File: src/csv_pkg.sv
// ----------------------------------------------------------------------------
// csv_pkg
// shared types and constants of the cylinder support vote block
// ----------------------------------------------------------------------------
package csv_pkg;

    typedef enum logic [3:0] {
        ST_IDLE,
        ST_AXIAL,
        ST_TCHK,
        ST_RADIAL,
        ST_ZCHK,
        ST_NORM,
        ST_DOT,
        ST_ROOT,
        ST_COS,
        ST_DECIDE,
        ST_OUT
    } state_t;

    typedef enum logic [2:0] {
        REG_AXIS_X   = 3'd0,
        REG_AXIS_Y   = 3'd1,
        REG_AXIS_Z   = 3'd2,
        REG_CENTER_X = 3'd3,
        REG_CENTER_Y = 3'd4,
        REG_CENTER_Z = 3'd5,
        REG_RADIUS   = 3'd6,
        REG_MAX_DIST = 3'd7
    } reg_index_t;

    localparam int MUL_W = 32;
    localparam int PROD_W = 64;
    localparam int RAD_W = 56;
    localparam int ROOT_W = 27;
    localparam int ROOT_STEPS = 28;
    localparam logic signed [43:0] HALF_HEIGHT_Q22 = 44'sd419430400;
    localparam logic signed [27:0] SHELL_Q8 = 28'sd25600;
    localparam logic [13:0] COS45_Q14 = 14'd11585;

endpackage

File: src/csv_mul.sv
// ----------------------------------------------------------------------------
// csv_mul
// shared signed multiplier used by the sequencer
// ----------------------------------------------------------------------------
module csv_mul (
    input  logic signed [csv_pkg::MUL_W-1:0]  op_a,
    input  logic signed [csv_pkg::MUL_W-1:0]  op_b,
    output logic signed [csv_pkg::PROD_W-1:0] prod
);

    localparam int PROD_W = csv_pkg::PROD_W;

    assign prod = PROD_W'(op_a) * PROD_W'(op_b);

endmodule

File: src/csv_isqrt.sv
// ----------------------------------------------------------------------------
// csv_isqrt
// iterative integer square root, one result bit per cycle
// ----------------------------------------------------------------------------
module csv_isqrt (
    input  logic                          clk,
    input  logic                          rst_n,
    input  logic                          start,
    input  logic [csv_pkg::RAD_W-1:0]     radicand,
    output logic                          done,
    output logic [csv_pkg::ROOT_W-1:0]    root
);

    logic [csv_pkg::RAD_W-1:0] rem_reg, res_reg, bit_reg;
    logic [4:0] cnt_reg;
    logic busy_reg, done_reg;
    logic [csv_pkg::RAD_W-1:0] trial;

    assign trial = res_reg + bit_reg;

    always_ff @(posedge clk or negedge rst_n)
    begin
        if (!rst_n)
        begin
            busy_reg <= 1'b0;
            done_reg <= 1'b0;
            cnt_reg  <= '0;
        end
        else if (start)
        begin
            busy_reg <= 1'b1;
            done_reg <= 1'b0;
            cnt_reg  <= 5'(csv_pkg::ROOT_STEPS - 1);
        end
        else if (busy_reg)
        begin
            if (cnt_reg == '0)
            begin
                busy_reg <= 1'b0;
                done_reg <= 1'b1;
            end
            cnt_reg <= cnt_reg - 5'd1;
        end
    end

    always_ff @(posedge clk)
    begin
        if (start)
        begin
            rem_reg <= radicand;
            res_reg <= '0;
            bit_reg <= csv_pkg::RAD_W'(1) << (2 * (csv_pkg::ROOT_STEPS - 1));
        end
        else if (busy_reg)
        begin
            if (rem_reg >= trial)
            begin
                rem_reg <= rem_reg - trial;
                res_reg <= (res_reg >> 1) + bit_reg;
            end
            else
            begin
                res_reg <= res_reg >> 1;
            end
            bit_reg <= bit_reg >> 2;
        end
    end

    assign done = done_reg;
    assign root = res_reg[csv_pkg::ROOT_W-1:0];

endmodule

File: src/cylinder_support_vote.sv
// ----------------------------------------------------------------------------
// cylinder_support_vote
// scores one point and normal against a configured cylinder
// ----------------------------------------------------------------------------
// One point is taken at a time; in_ready is low while it is scored. When
// all tests run, a point passes through three multiplies each for the
// axial offset, radial vector, squared distance and normal dot product on
// one shared multiplier, then the bit-serial square root, which overlaps
// the dot product, and one multiply for the angle bound; the axial or z
// test can end it early. in_ready returns the cycle after the vote
// transfer. A running saturating vote sum is kept and cleared after the
// point marked last.
module cylinder_support_vote #(
    parameter int MAX_POINTS = 65536
) (
    input  logic               clk,
    input  logic               rst_n,
    input  logic               cfg_we,
    input  logic [2:0]         cfg_index,
    input  logic [23:0]        cfg_data,
    input  logic               in_valid,
    output logic               in_ready,
    input  logic signed [23:0] point_x,
    input  logic signed [23:0] point_y,
    input  logic signed [23:0] point_z,
    input  logic signed [15:0] normal_x,
    input  logic signed [15:0] normal_y,
    input  logic signed [15:0] normal_z,
    input  logic               last_point,
    output logic               out_valid,
    input  logic               out_ready,
    output logic signed [1:0]  vote
);

    localparam int LIMIT = (MAX_POINTS < 131071) ? MAX_POINTS : 131071;
    localparam logic signed [17:0] SUM_LIMIT = 18'(LIMIT);

    localparam int MW = csv_pkg::MUL_W;

    csv_pkg::state_t state_reg, state_next;
    logic [1:0] k_reg, k_next;

    logic signed [15:0] axis_reg [3];
    logic signed [23:0] center_reg [3];
    logic [22:0] radius_reg, max_dist_reg;

    logic signed [24:0] d_reg [3];
    logic signed [15:0] n_reg [3];
    logic signed [26:0] ps_reg [3];
    logic signed [43:0] t_reg;
    logic [csv_pkg::RAD_W-1:0] s2_reg;
    logic signed [44:0] dot_reg;
    logic [40:0] cos_reg;
    logic last_reg;
    logic signed [1:0] vote_reg;
    logic signed [17:0] sum_reg;

    logic signed [MW-1:0] op_a, op_b;
    logic signed [csv_pkg::PROD_W-1:0] prod, rnd;
    logic finish;
    logic signed [1:0] vote_val;
    logic [csv_pkg::ROOT_W-1:0] radial_dist;
    logic root_start, root_done;

    logic signed [27:0] diff, lo;
    logic signed [44:0] mag;
    logic signed [18:0] sum_add;

    csv_mul u_mul (
        .op_a (op_a),
        .op_b (op_b),
        .prod (prod)
    );

    csv_isqrt u_root (
        .clk      (clk),
        .rst_n    (rst_n),
        .start    (root_start),
        .radicand (s2_reg),
        .done     (root_done),
        .root     (radial_dist)
    );

    assign root_start = (state_reg == csv_pkg::ST_DOT) && (k_reg == 2'd0);
    assign rnd = (prod + (csv_pkg::PROD_W'(1) <<< 27)) >>> 28;

    assign diff = 28'($signed({1'b0, radial_dist})) - 28'($signed({1'b0, radius_reg}));
    assign lo = diff[27] ? -diff : diff;
    assign mag = dot_reg[44] ? -dot_reg : dot_reg;

    always_comb
    begin
        op_a = '0;
        op_b = '0;
        unique case (state_reg)
            csv_pkg::ST_AXIAL:
            begin
                op_a = MW'(axis_reg[k_reg]);
                op_b = MW'(d_reg[k_reg]);
            end
            csv_pkg::ST_RADIAL:
            begin
                op_a = MW'($signed(t_reg[29:0]));
                op_b = MW'(axis_reg[k_reg]);
            end
            csv_pkg::ST_NORM:
            begin
                op_a = MW'(ps_reg[k_reg]);
                op_b = MW'(ps_reg[k_reg]);
            end
            csv_pkg::ST_DOT:
            begin
                op_a = MW'(ps_reg[k_reg]);
                op_b = MW'(n_reg[k_reg]);
            end
            csv_pkg::ST_COS:
            begin
                op_a = MW'($signed({1'b0, radial_dist}));
                op_b = MW'($signed({1'b0, csv_pkg::COS45_Q14}));
            end
            default:
            begin
                op_a = '0;
                op_b = '0;
            end
        endcase
    end

    always_comb
    begin
        state_next = state_reg;
        k_next = k_reg;
        finish = 1'b0;
        vote_val = 2'sd0;
        unique case (state_reg)
            csv_pkg::ST_IDLE:
            begin
                k_next = 2'd0;
                if (in_valid)
                begin
                    state_next = csv_pkg::ST_AXIAL;
                end
            end
            csv_pkg::ST_AXIAL, csv_pkg::ST_RADIAL, csv_pkg::ST_NORM, csv_pkg::ST_DOT:
            begin
                k_next = (k_reg == 2'd2) ? 2'd0 : k_reg + 2'd1;
                if (k_reg == 2'd2)
                begin
                    priority case (state_reg)
                        csv_pkg::ST_AXIAL:  state_next = csv_pkg::ST_TCHK;
                        csv_pkg::ST_RADIAL: state_next = csv_pkg::ST_ZCHK;
                        csv_pkg::ST_NORM:   state_next = csv_pkg::ST_DOT;
                        default:            state_next = csv_pkg::ST_ROOT;
                    endcase
                end
            end
            csv_pkg::ST_TCHK:
            begin
                if (t_reg > csv_pkg::HALF_HEIGHT_Q22 || t_reg < -csv_pkg::HALF_HEIGHT_Q22)
                begin
                    finish = 1'b1;
                    state_next = csv_pkg::ST_OUT;
                end
                else
                begin
                    state_next = csv_pkg::ST_RADIAL;
                end
            end
            csv_pkg::ST_ZCHK:
            begin
                if (ps_reg[2] < 0)
                begin
                    finish = 1'b1;
                    state_next = csv_pkg::ST_OUT;
                end
                else
                begin
                    state_next = csv_pkg::ST_NORM;
                end
            end
            csv_pkg::ST_ROOT:
            begin
                if (root_done)
                begin
                    state_next = csv_pkg::ST_COS;
                end
            end
            csv_pkg::ST_COS:
            begin
                state_next = csv_pkg::ST_DECIDE;
            end
            csv_pkg::ST_DECIDE:
            begin
                finish = 1'b1;
                state_next = csv_pkg::ST_OUT;
                if ((28'(radial_dist) > 28'(radius_reg) + 28'(max_dist_reg)) &&
                    (diff < csv_pkg::SHELL_Q8))
                begin
                    vote_val = -2'sd1;
                end
                else if ((lo < 28'($signed({1'b0, max_dist_reg}))) &&
                         (mag > 45'($signed({1'b0, cos_reg}))))
                begin
                    vote_val = 2'sd1;
                end
            end
            csv_pkg::ST_OUT:
            begin
                if (out_ready)
                begin
                    state_next = csv_pkg::ST_IDLE;
                end
            end
            default:
            begin
                state_next = csv_pkg::ST_IDLE;
            end
        endcase
    end

    assign sum_add = 19'(sum_reg) + 19'(vote_val);

    always_ff @(posedge clk or negedge rst_n)
    begin
        if (!rst_n)
        begin
            state_reg <= csv_pkg::ST_IDLE;
            k_reg <= 2'd0;
            sum_reg <= '0;
            axis_reg[0] <= '0;
            axis_reg[1] <= 16'sd16384;
            axis_reg[2] <= '0;
            center_reg[0] <= '0;
            center_reg[1] <= '0;
            center_reg[2] <= '0;
            radius_reg <= '0;
            max_dist_reg <= 23'd5120;
        end
        else
        begin
            state_reg <= state_next;
            k_reg <= k_next;
            if (finish)
            begin
                if (last_reg)
                begin
                    sum_reg <= '0;
                end
                else if (sum_add > 19'(SUM_LIMIT))
                begin
                    sum_reg <= SUM_LIMIT;
                end
                else if (sum_add < -19'(SUM_LIMIT))
                begin
                    sum_reg <= -SUM_LIMIT;
                end
                else
                begin
                    sum_reg <= sum_add[17:0];
                end
            end
            if (cfg_we)
            begin
                unique case (csv_pkg::reg_index_t'(cfg_index))
                    csv_pkg::REG_AXIS_X:   axis_reg[0] <= cfg_data[15:0];
                    csv_pkg::REG_AXIS_Y:   axis_reg[1] <= cfg_data[15:0];
                    csv_pkg::REG_AXIS_Z:   axis_reg[2] <= cfg_data[15:0];
                    csv_pkg::REG_CENTER_X: center_reg[0] <= cfg_data;
                    csv_pkg::REG_CENTER_Y: center_reg[1] <= cfg_data;
                    csv_pkg::REG_CENTER_Z: center_reg[2] <= cfg_data;
                    csv_pkg::REG_RADIUS:   radius_reg <= cfg_data[22:0];
                    csv_pkg::REG_MAX_DIST: max_dist_reg <= cfg_data[22:0];
                    default:               radius_reg <= radius_reg;
                endcase
            end
        end
    end

    always_ff @(posedge clk)
    begin
        if (finish)
        begin
            vote_reg <= vote_val;
        end
        unique case (state_reg)
            csv_pkg::ST_IDLE:
            begin
                d_reg[0] <= 25'(point_x) - 25'(center_reg[0]);
                d_reg[1] <= 25'(point_y) - 25'(center_reg[1]);
                d_reg[2] <= 25'(point_z) - 25'(center_reg[2]);
                n_reg[0] <= normal_x;
                n_reg[1] <= normal_y;
                n_reg[2] <= normal_z;
                last_reg <= last_point;
                t_reg <= '0;
                s2_reg <= '0;
                dot_reg <= '0;
            end
            csv_pkg::ST_AXIAL:  t_reg <= t_reg + prod[43:0];
            csv_pkg::ST_RADIAL: ps_reg[k_reg] <= 27'(d_reg[k_reg]) - rnd[26:0];
            csv_pkg::ST_NORM:   s2_reg <= s2_reg + prod[csv_pkg::RAD_W-1:0];
            csv_pkg::ST_DOT:    dot_reg <= dot_reg + prod[44:0];
            csv_pkg::ST_COS:    cos_reg <= prod[40:0];
            default:            last_reg <= last_reg;
        endcase
    end

    assign in_ready = (state_reg == csv_pkg::ST_IDLE);
    assign out_valid = (state_reg == csv_pkg::ST_OUT);
    assign vote = vote_reg;

endmodule

File: config.mk
export PLATFORM = sky130hd
export DESIGN_NAME = cylinder_support_vote
export DESIGN_NICKNAME = d
export VERILOG_FILES = /design/src/csv_pkg.sv /design/src/csv_mul.sv /design/src/csv_isqrt.sv /design/src/cylinder_support_vote.sv
export SDC_FILE = /design/constraint.sdc
export NUM_CORES = 2
export LEC_CHECK = 0
export BUFFER_PORTS_ARGS = -buffer_cell sky130_fd_sc_hd__clkbuf_2
export CORE_MARGIN = 8
export CORE_UTILIZATION = 38
export CTS_CLUSTER_DIAMETER = 50
export DETAILED_ROUTE_END_ITERATION = 7
export GPL_TIMING_DRIVEN = 0
export MAX_ROUTING_LAYER = met4
export SYNTH_ARGS = -nofsm -noshare
export SYNTH_HDL_FRONTEND = slang
export SYNTH_SLANG_ARGS = --single-unit
File: constraint.sdc
create_clock -name clk -period 20 [get_ports clk]
set_input_delay 3 -clock clk [delete_from_list [all_inputs] [get_ports clk]]
set_output_delay 3 -clock clk [all_outputs]
set_load 0.02 [all_outputs]
=== After elaboration in Yosys (flattened, before gate mapping) ===
Memory sizes are Yosys's and may differ from the RTL's.
Index checks and enable logic that the tools add are counted.

* $add $sub $neg: 17
* Multipliers: 1
* Magnitude comparators: 9
* Equal/unequal tests: 22
* Multiplexer cells: 41
* Bitwise operators: 1
* Reduce and logical (&&, ||, !) cells: 28

{| class="wikitable"
|+ Operators by type and width
! kind !! number
|-
| 56-bit two-way mux || 4
|-
| 32-bit case mux with 5 select lines || 1
|-
| 32-bit case mux with 4 select lines || 1
|-
| 56-bit case mux with 2 select lines || 1
|-
| 45-bit case mux with 2 select lines || 1
|-
| 44-bit case mux with 2 select lines || 1
|-
| 24-bit by 24-bit subtractor with 25-bit output || 3
|-
| 55-bit by 55-bit adder with 56-bit output || 1
|-
| 56-bit by 55-bit adder with 56-bit output || 1
|-
| 56-bit adder || 1
|-
| 56-bit >= comparator || 1
|-
| 32-bit by 32-bit multiplier with 56-bit output || 1
|-
| 56-bit subtractor || 1
|-
| 55-bit by 29-bit adder with 55-bit output, second input constant || 1
|-
| 45-bit adder || 1
|-
| 45-bit by 42-bit greater-than comparator with 1-bit output || 1
|-
| 45-bit two-way mux || 1
|-
| 45-bit negator || 1
|-
| 44-bit adder || 1
|-
| 44-bit by 30-bit greater-than comparator with 1-bit output, second input constant || 1
|-
| 44-bit by 30-bit < comparator with 1-bit output, second input constant || 1
|-
| 16-bit binary-select mux with 2-bit select || 1
|-
| 16-bit two-way mux || 2
|-
| 4-bit case mux with 8 select lines || 1
|-
| other kinds (41) || 89
|}

* Bits in registers: 507
* RAM bits: 204
* Memories: 3

{| class="wikitable"
|+ Memories
! memory !! depth !! bits a word !! read ports !! clocked after Yosys merged registers in !! write ports !! line !! RTL
|-
| ps_reg || 3 || 27 || 2 || 0 || 1 || cylinder_support_vote.sv:49 || <nowiki>logic signed [26:0] ps_reg [3];</nowiki>
|-
| d_reg || 3 || 25 || 1 || 0 || 3 || cylinder_support_vote.sv:47 || <nowiki>logic signed [24:0] d_reg [3];</nowiki>
|-
| n_reg || 3 || 16 || 1 || 0 || 3 || cylinder_support_vote.sv:48 || <nowiki>logic signed [15:0] n_reg [3];</nowiki>
|}

=== Logic depth before layout (Yosys ltp) ===
* Word-level depth: 8
* Mapped depth: 52

=== Modules after synthesis ===
A second synthesis with hierarchy kept.

* Cells, all modules: 9782
* Area, all modules: 89975.0 um^2

{| class="wikitable"
|+ Modules (own cells, without submodules)
! module !! instances !! cells an instance !! area an instance (um^2) !! sequential area each (um^2)
|-
| cylinder_support_vote || 1 || 4000 || 39576.7 || 16079.2
|-
| csv_mul || 1 || 4066 || 36829.1 || 0.0
|-
| csv_isqrt || 1 || 1716 || 13569.3 || 3538.4
|}

=== Worst setup path before layout ===
Ideal clock, no wire load.

* Kind: flip-flop to flip-flop
* Start point: register state_reg[1]
* End point: memory ps_reg[0][26], data pin
* Setup time: 0.274 ns
* Data arrival time: 12.409 ns
* Required time: 19.726 ns
* Slack: 7.317 ns
* Cell stages (with the launch flop): 47
* Period minus slack after synthesis: 12.683 ns
* Cells stage by stage: dfrtp_1 clkbuf_1 nor3_1 clkbuf_1 clkbuf_1 a22oi_1 o221a_2 clkbuf_1 nor2_1 fa_1 fa_1 fa_1 inv_1 fa_1 inv_1 fa_1 fa_1 fa_1 [... 11 more ...] xor2_1 inv_1 nand3_2 or4b_4 or4_4 nor2_2 xnor2_1 ha_1 a21o_1 a21oi_1 nand2_1 nor2_1 a21oi_1 a41o_1 o21ai_0 nand2b_1 a21oi_1 xnor3_1

* Longest elaborated chain between the ends: 6
* Elaborated cells between the ends (all ways): 11
* Those cells by class: add/sub: 2; mul: 1; eq/ne: 5; mux: 2; reduce/logical: 1

{| class="wikitable"
|+ RTL lines
! what !! line !! RTL
|-
| from (decl) || cylinder_support_vote.sv:40 || <nowiki>csv_pkg::state_t state_reg, state_next;</nowiki>
|-
| from (signal assigned) || cylinder_support_vote.sv:227 || <nowiki>state_reg <= csv_pkg::ST_IDLE;</nowiki>
|-
| from (signal assigned) || cylinder_support_vote.sv:241 || <nowiki>state_reg <= state_next;</nowiki>
|-
| 4-bit by 3-bit equality test with 1-bit output || cylinder_support_vote.sv:95 || <nowiki>unique case (state_reg)</nowiki>
|-
| 2-bit OR reduction (no source line) || - ||
|-
| 32-bit case mux with 4 select lines || cylinder_support_vote.sv:95 ||
|-
| 32-bit by 32-bit multiplier with 56-bit output * || csv_mul.sv:13 || <nowiki>assign prod = PROD_W'(op_a) * PROD_W'(op_b);</nowiki>
|-
| net prod (one bit) || cylinder_support_vote.sv:59 || <nowiki>logic signed [csv_pkg::PROD_W-1:0] prod, rnd;</nowiki>
|-
| 55-bit by 29-bit adder with 55-bit output * || cylinder_support_vote.sv:85 || <nowiki>assign rnd = (prod + (csv_pkg::PROD_W'(1) <<< 27)) >>> 28;</nowiki>
|-
| 27-bit subtractor * || cylinder_support_vote.sv:300 || <nowiki>csv_pkg::ST_RADIAL: ps_reg[k_reg] <= 27'(d_reg[k_reg]) - rnd[26:0];</nowiki>
|-
| to (decl) || cylinder_support_vote.sv:49 ||
|}

The timed path passes the listed nets; every way through them passes the cells marked *.

=== Worst setup path in the final report ===
* Start point: register k_reg[1]
* End point: memory ps_reg[1][26], data pin

* Longest elaborated chain between the ends: 8
* Elaborated cells between the ends (all ways): 12
* Those cells by class: add/sub: 2; mul: 1; mux: 5; bitwise: 1; memory: 3

{| class="wikitable"
|+ RTL lines
! what !! line !! RTL
|-
| from (decl) || cylinder_support_vote.sv:41 || <nowiki>logic [1:0] k_reg, k_next;</nowiki>
|-
| from (signal assigned) || cylinder_support_vote.sv:242 || <nowiki>k_reg <= k_next;</nowiki>
|-
| 2-bit inverter with 3-bit output (implied by the code) || cylinder_support_vote.sv:98, cylinder_support_vote.sv:104 ||
|-
| 16-bit binary-select mux with 2-bit select || cylinder_support_vote.sv:98, cylinder_support_vote.sv:104 ||
|-
| 16-bit two-way mux (implied by the code) (2 in a row) || cylinder_support_vote.sv:98, cylinder_support_vote.sv:104 ||
|-
| 32-bit case mux with 5 select lines or 32-bit case mux with 4 select lines (tied branches) || cylinder_support_vote.sv:95 ||
|-
| 32-bit by 32-bit multiplier with 56-bit output * || csv_mul.sv:13 ||
|-
| net prod (one bit) || cylinder_support_vote.sv:59 ||
|-
| 55-bit by 29-bit adder with 55-bit output * || cylinder_support_vote.sv:85 ||
|-
| 27-bit subtractor * || cylinder_support_vote.sv:300 ||
|}

The timed path passes the listed nets; every way through them passes the cells marked *. The select of a mux whose other input is x is not followed.

==> flow_metrics.py <==
metrics = {
    "status": {
        "outcome": "finished, violations left",
        "violations": "max-capacitance violations, max-slew violations",
    },
    "setup_path": {
        "crit_type": "flop to flop",
        "cpPeakStageDelay_ns": 1.02,
        "cp.required_ns": 20.49,
        "cp-start-kind": "flop",
        "cpMostUsedCell": "fa_1",
        "arrival_ns": 18.69,
        "crit_fanout": 10,
        "cp_slowest_cell": "nor3_1",
        "setup.worst_path.end_class": "flop",
    },
    "finish": {
        "syn_to_final_growth_pct": 10.4,
        "fin_nets": 11100,
        "fin_cells": 12300,
        "largest_reg_flops": 81,
        "layout-drive-gt1-share": 0.0755,
        "fill_cells": 21500,
    },
    "route": {
        "wl_per_cell_microns": 24.9,
        "drc_errors": 0,
        "drtIter0Drc": 6984,
        "post_drt_via_cell_ratio": 5.68,
        "num_vias": 69900,
        "drt_first_pass_iters": 6,
        "detail-route-antenna-nets": 0,
        "routed_wl_microns": 307000,
    },
    "place": {
        "portBuffers": 153,
        "dp_slack_ns": 2.36,
        "gp_congestion": 0.997,
        "dpl.hpwl_microns": 251000,
        "placed_cells": 12100,
    },
    "sta": {
        "period_needed_ns": 18.20,
        "relSlewSlack": -0.0923,
        "rsz0062_at_grt": "no",
        "fin_ws_ns": 1.80,
        "drv_slew": 15,
        "finalCritPeriodShare": 0.910,
        "max_freq_ghz": 0.0550,
        "fin_tns_setup_ns": 0,
        "finalHoldViolCount": 0,
        "finalSetupViolations": 0,
        "worst_hold_slack_ns": 0.503,
        "final.setup_skew_ns": 0.0697,
        "worst_pin_slew_ns": 1.63,
    },
    "clocking": {
        "worst_skew_pair.late_latency_ns": 0.76,
        "cts_htree_levels": 3,
        "cts_sinks": 711,
        "hold_buffers": 0,
        "clockBufferDepth": 3,
        "cts_root_buffer": "clkbuf_16",
        "cts_resized": 0,
        "cts.clk_slew.worst_paths_ns": 0.06,
        "cts_tree": "done",
        "cts_buffers": 102,
        "postCtsSetupBuffers": 0,
    },
    "global_route": {
        "antenna_found_initial": 12,
        "first_global_vias": 69700,
        "overflow": 0,
        "grt_max_degree": 99,
        "grt_first_pass_wirelength_microns": 450000,
        "grt_use_total": 0.260,
    },
    "floorplan": {
        "pin_count": 157,
        "core_sq_mm": 0.219,
        "die_width_microns": 485,
        "initial_core_util": 0.382,
        "rows": 172,
        "dieHeight_microns": 485,
        "die-area_sq_mm": 0.236,
    },
    "synthesis": {
        "yosysSeqAreaShare": 0.234,
        "synth_top_area_cell": "fa_1",
        "synth_top_area_frac": 0.229,
        "synth.most_common_cell": "inv_1",
        "ys_dominant_reg_cell": "edfxtp_1",
        "yosysWarnings": 0,
        "synth_edf_count": 448,
        "synth_nets": 10800,
        "async_flop_share": 0.252,
        "synthCells": 9055,
        "ys_types": 123,
        "syn_area_per_cell_sq_um": 9.25,
        "netlist_area_sq_mm": 0.0837,
        "synth_area_leaders": "fa_1, edfxtp_1, ha_1",
        "ys_ff_latch": 711,
        "synth.top_cells.by_count": "inv_1, nor2_1, fa_1",
    },
    "run": {
        "maxCapViolations": 3,
    },
    "hold_path": {
        "hold_class": "flop to flop",
    },
}
==> worst paths after layout <==
check	from	to	slack [ns]	depth (start not counted)
setup / recovery	k_reg[1]	ps_reg[1][26]	1.80	48
min in group asynchronous	rst_n	center_reg[41]	2.27	1
setup reg to reg	k_reg[1]	ps_reg[1][26]	1.80	48
hold reg to reg	center_reg[56]	center_reg[56]	0.50	1
max in group asynchronous	rst_n	radius_reg[4]	16.69	2
hold / removal	center_reg[56]	center_reg[56]	0.50	1
==> through the flow <==
stage | area [sq um] | util
floorplan | 83700 | -
global placement | 88100 | 0.402
detailed placement | 88800 | 0.405
CTS | 92500 | 0.422
global route | 92500 | 0.422
finish | 92500 | 0.422
==> layout by cell type, fill, tap and decap left out, types with 80 or more instances in the layout <==
master,netlist,routed
edfxtp_1,448,448
clkbuf_1,289,305
nand2b_1,100,100
mux2i_1,126,126
o21ai_0,371,369
a21o_1,179,179
inv_1,1229,1228
a31oi_1,80,80
xnor2_1,333,331
dfxtp_1,84,84
dfrtp_1,176,176
ha_1,667,667
nand3_1,91,91
xor2_1,161,159
nor2_1,1021,1018
fa_1,959,959
clkbuf_2,0,153
a21oi_1,509,508
nand2_1,742,740
clkbuf_16,0,104
nor3_1,139,135
mux2_2,145,145
==> layer usage <==
metal	wire length [microns]	track usage	vias to the layer above
met5	0	-	-
met4	14900	0.105	0
met3	26200	0.0461	570
met2	135000	0.396	3062
met1	131000	0.346	35100
li1	-	-	31100
==> worst max-delay path: cells and delay by family (launching register included) <==
family / cells / cell delay (ns)
XOR/XNOR: 3 / 0.94
AO/OA/AOI/OAI: 13 / 3.43
AND/OR/NAND/NOR: 11 / 3.30
buffers and inverters: 11 / 4.79
adder cells (fa/ha/maj): 10 / 4.86
flip-flops: 1 / 0.59
==> cells by family after synthesis <==
family,after synthesis,share of synthesized area
simple gates,2557,0.138
xor+xnor,502,0.0534
flops,711,0.234
compound gates,1799,0.139
fa+ha+maj,1626,0.329
mux,271,0.0346
buf+inv,1589,0.0720
==> cell type report <==
type | count | area (sq um) | area share
plain buffers | 359 | 1410 | 0.0153
clock buffers | 131 | 2800 | 0.0303
flip-flops and latches | 711 | 19600 | 0.212
well taps | 2871 | 3590 | 0.0388
inverters | 1230 | 4620 | 0.0500
repair buffers | 190 | 1320 | 0.0142
multi-input cells | 6755 | 58300 | 0.630
diodes | 4 | 10.0 | 0.000108
clock inverters | 62 | 807 | 0.00873
Power is left out: the tool's default activity adds up to more than one toggle a clock period on the data nets, which glitch-free logic cannot reach.
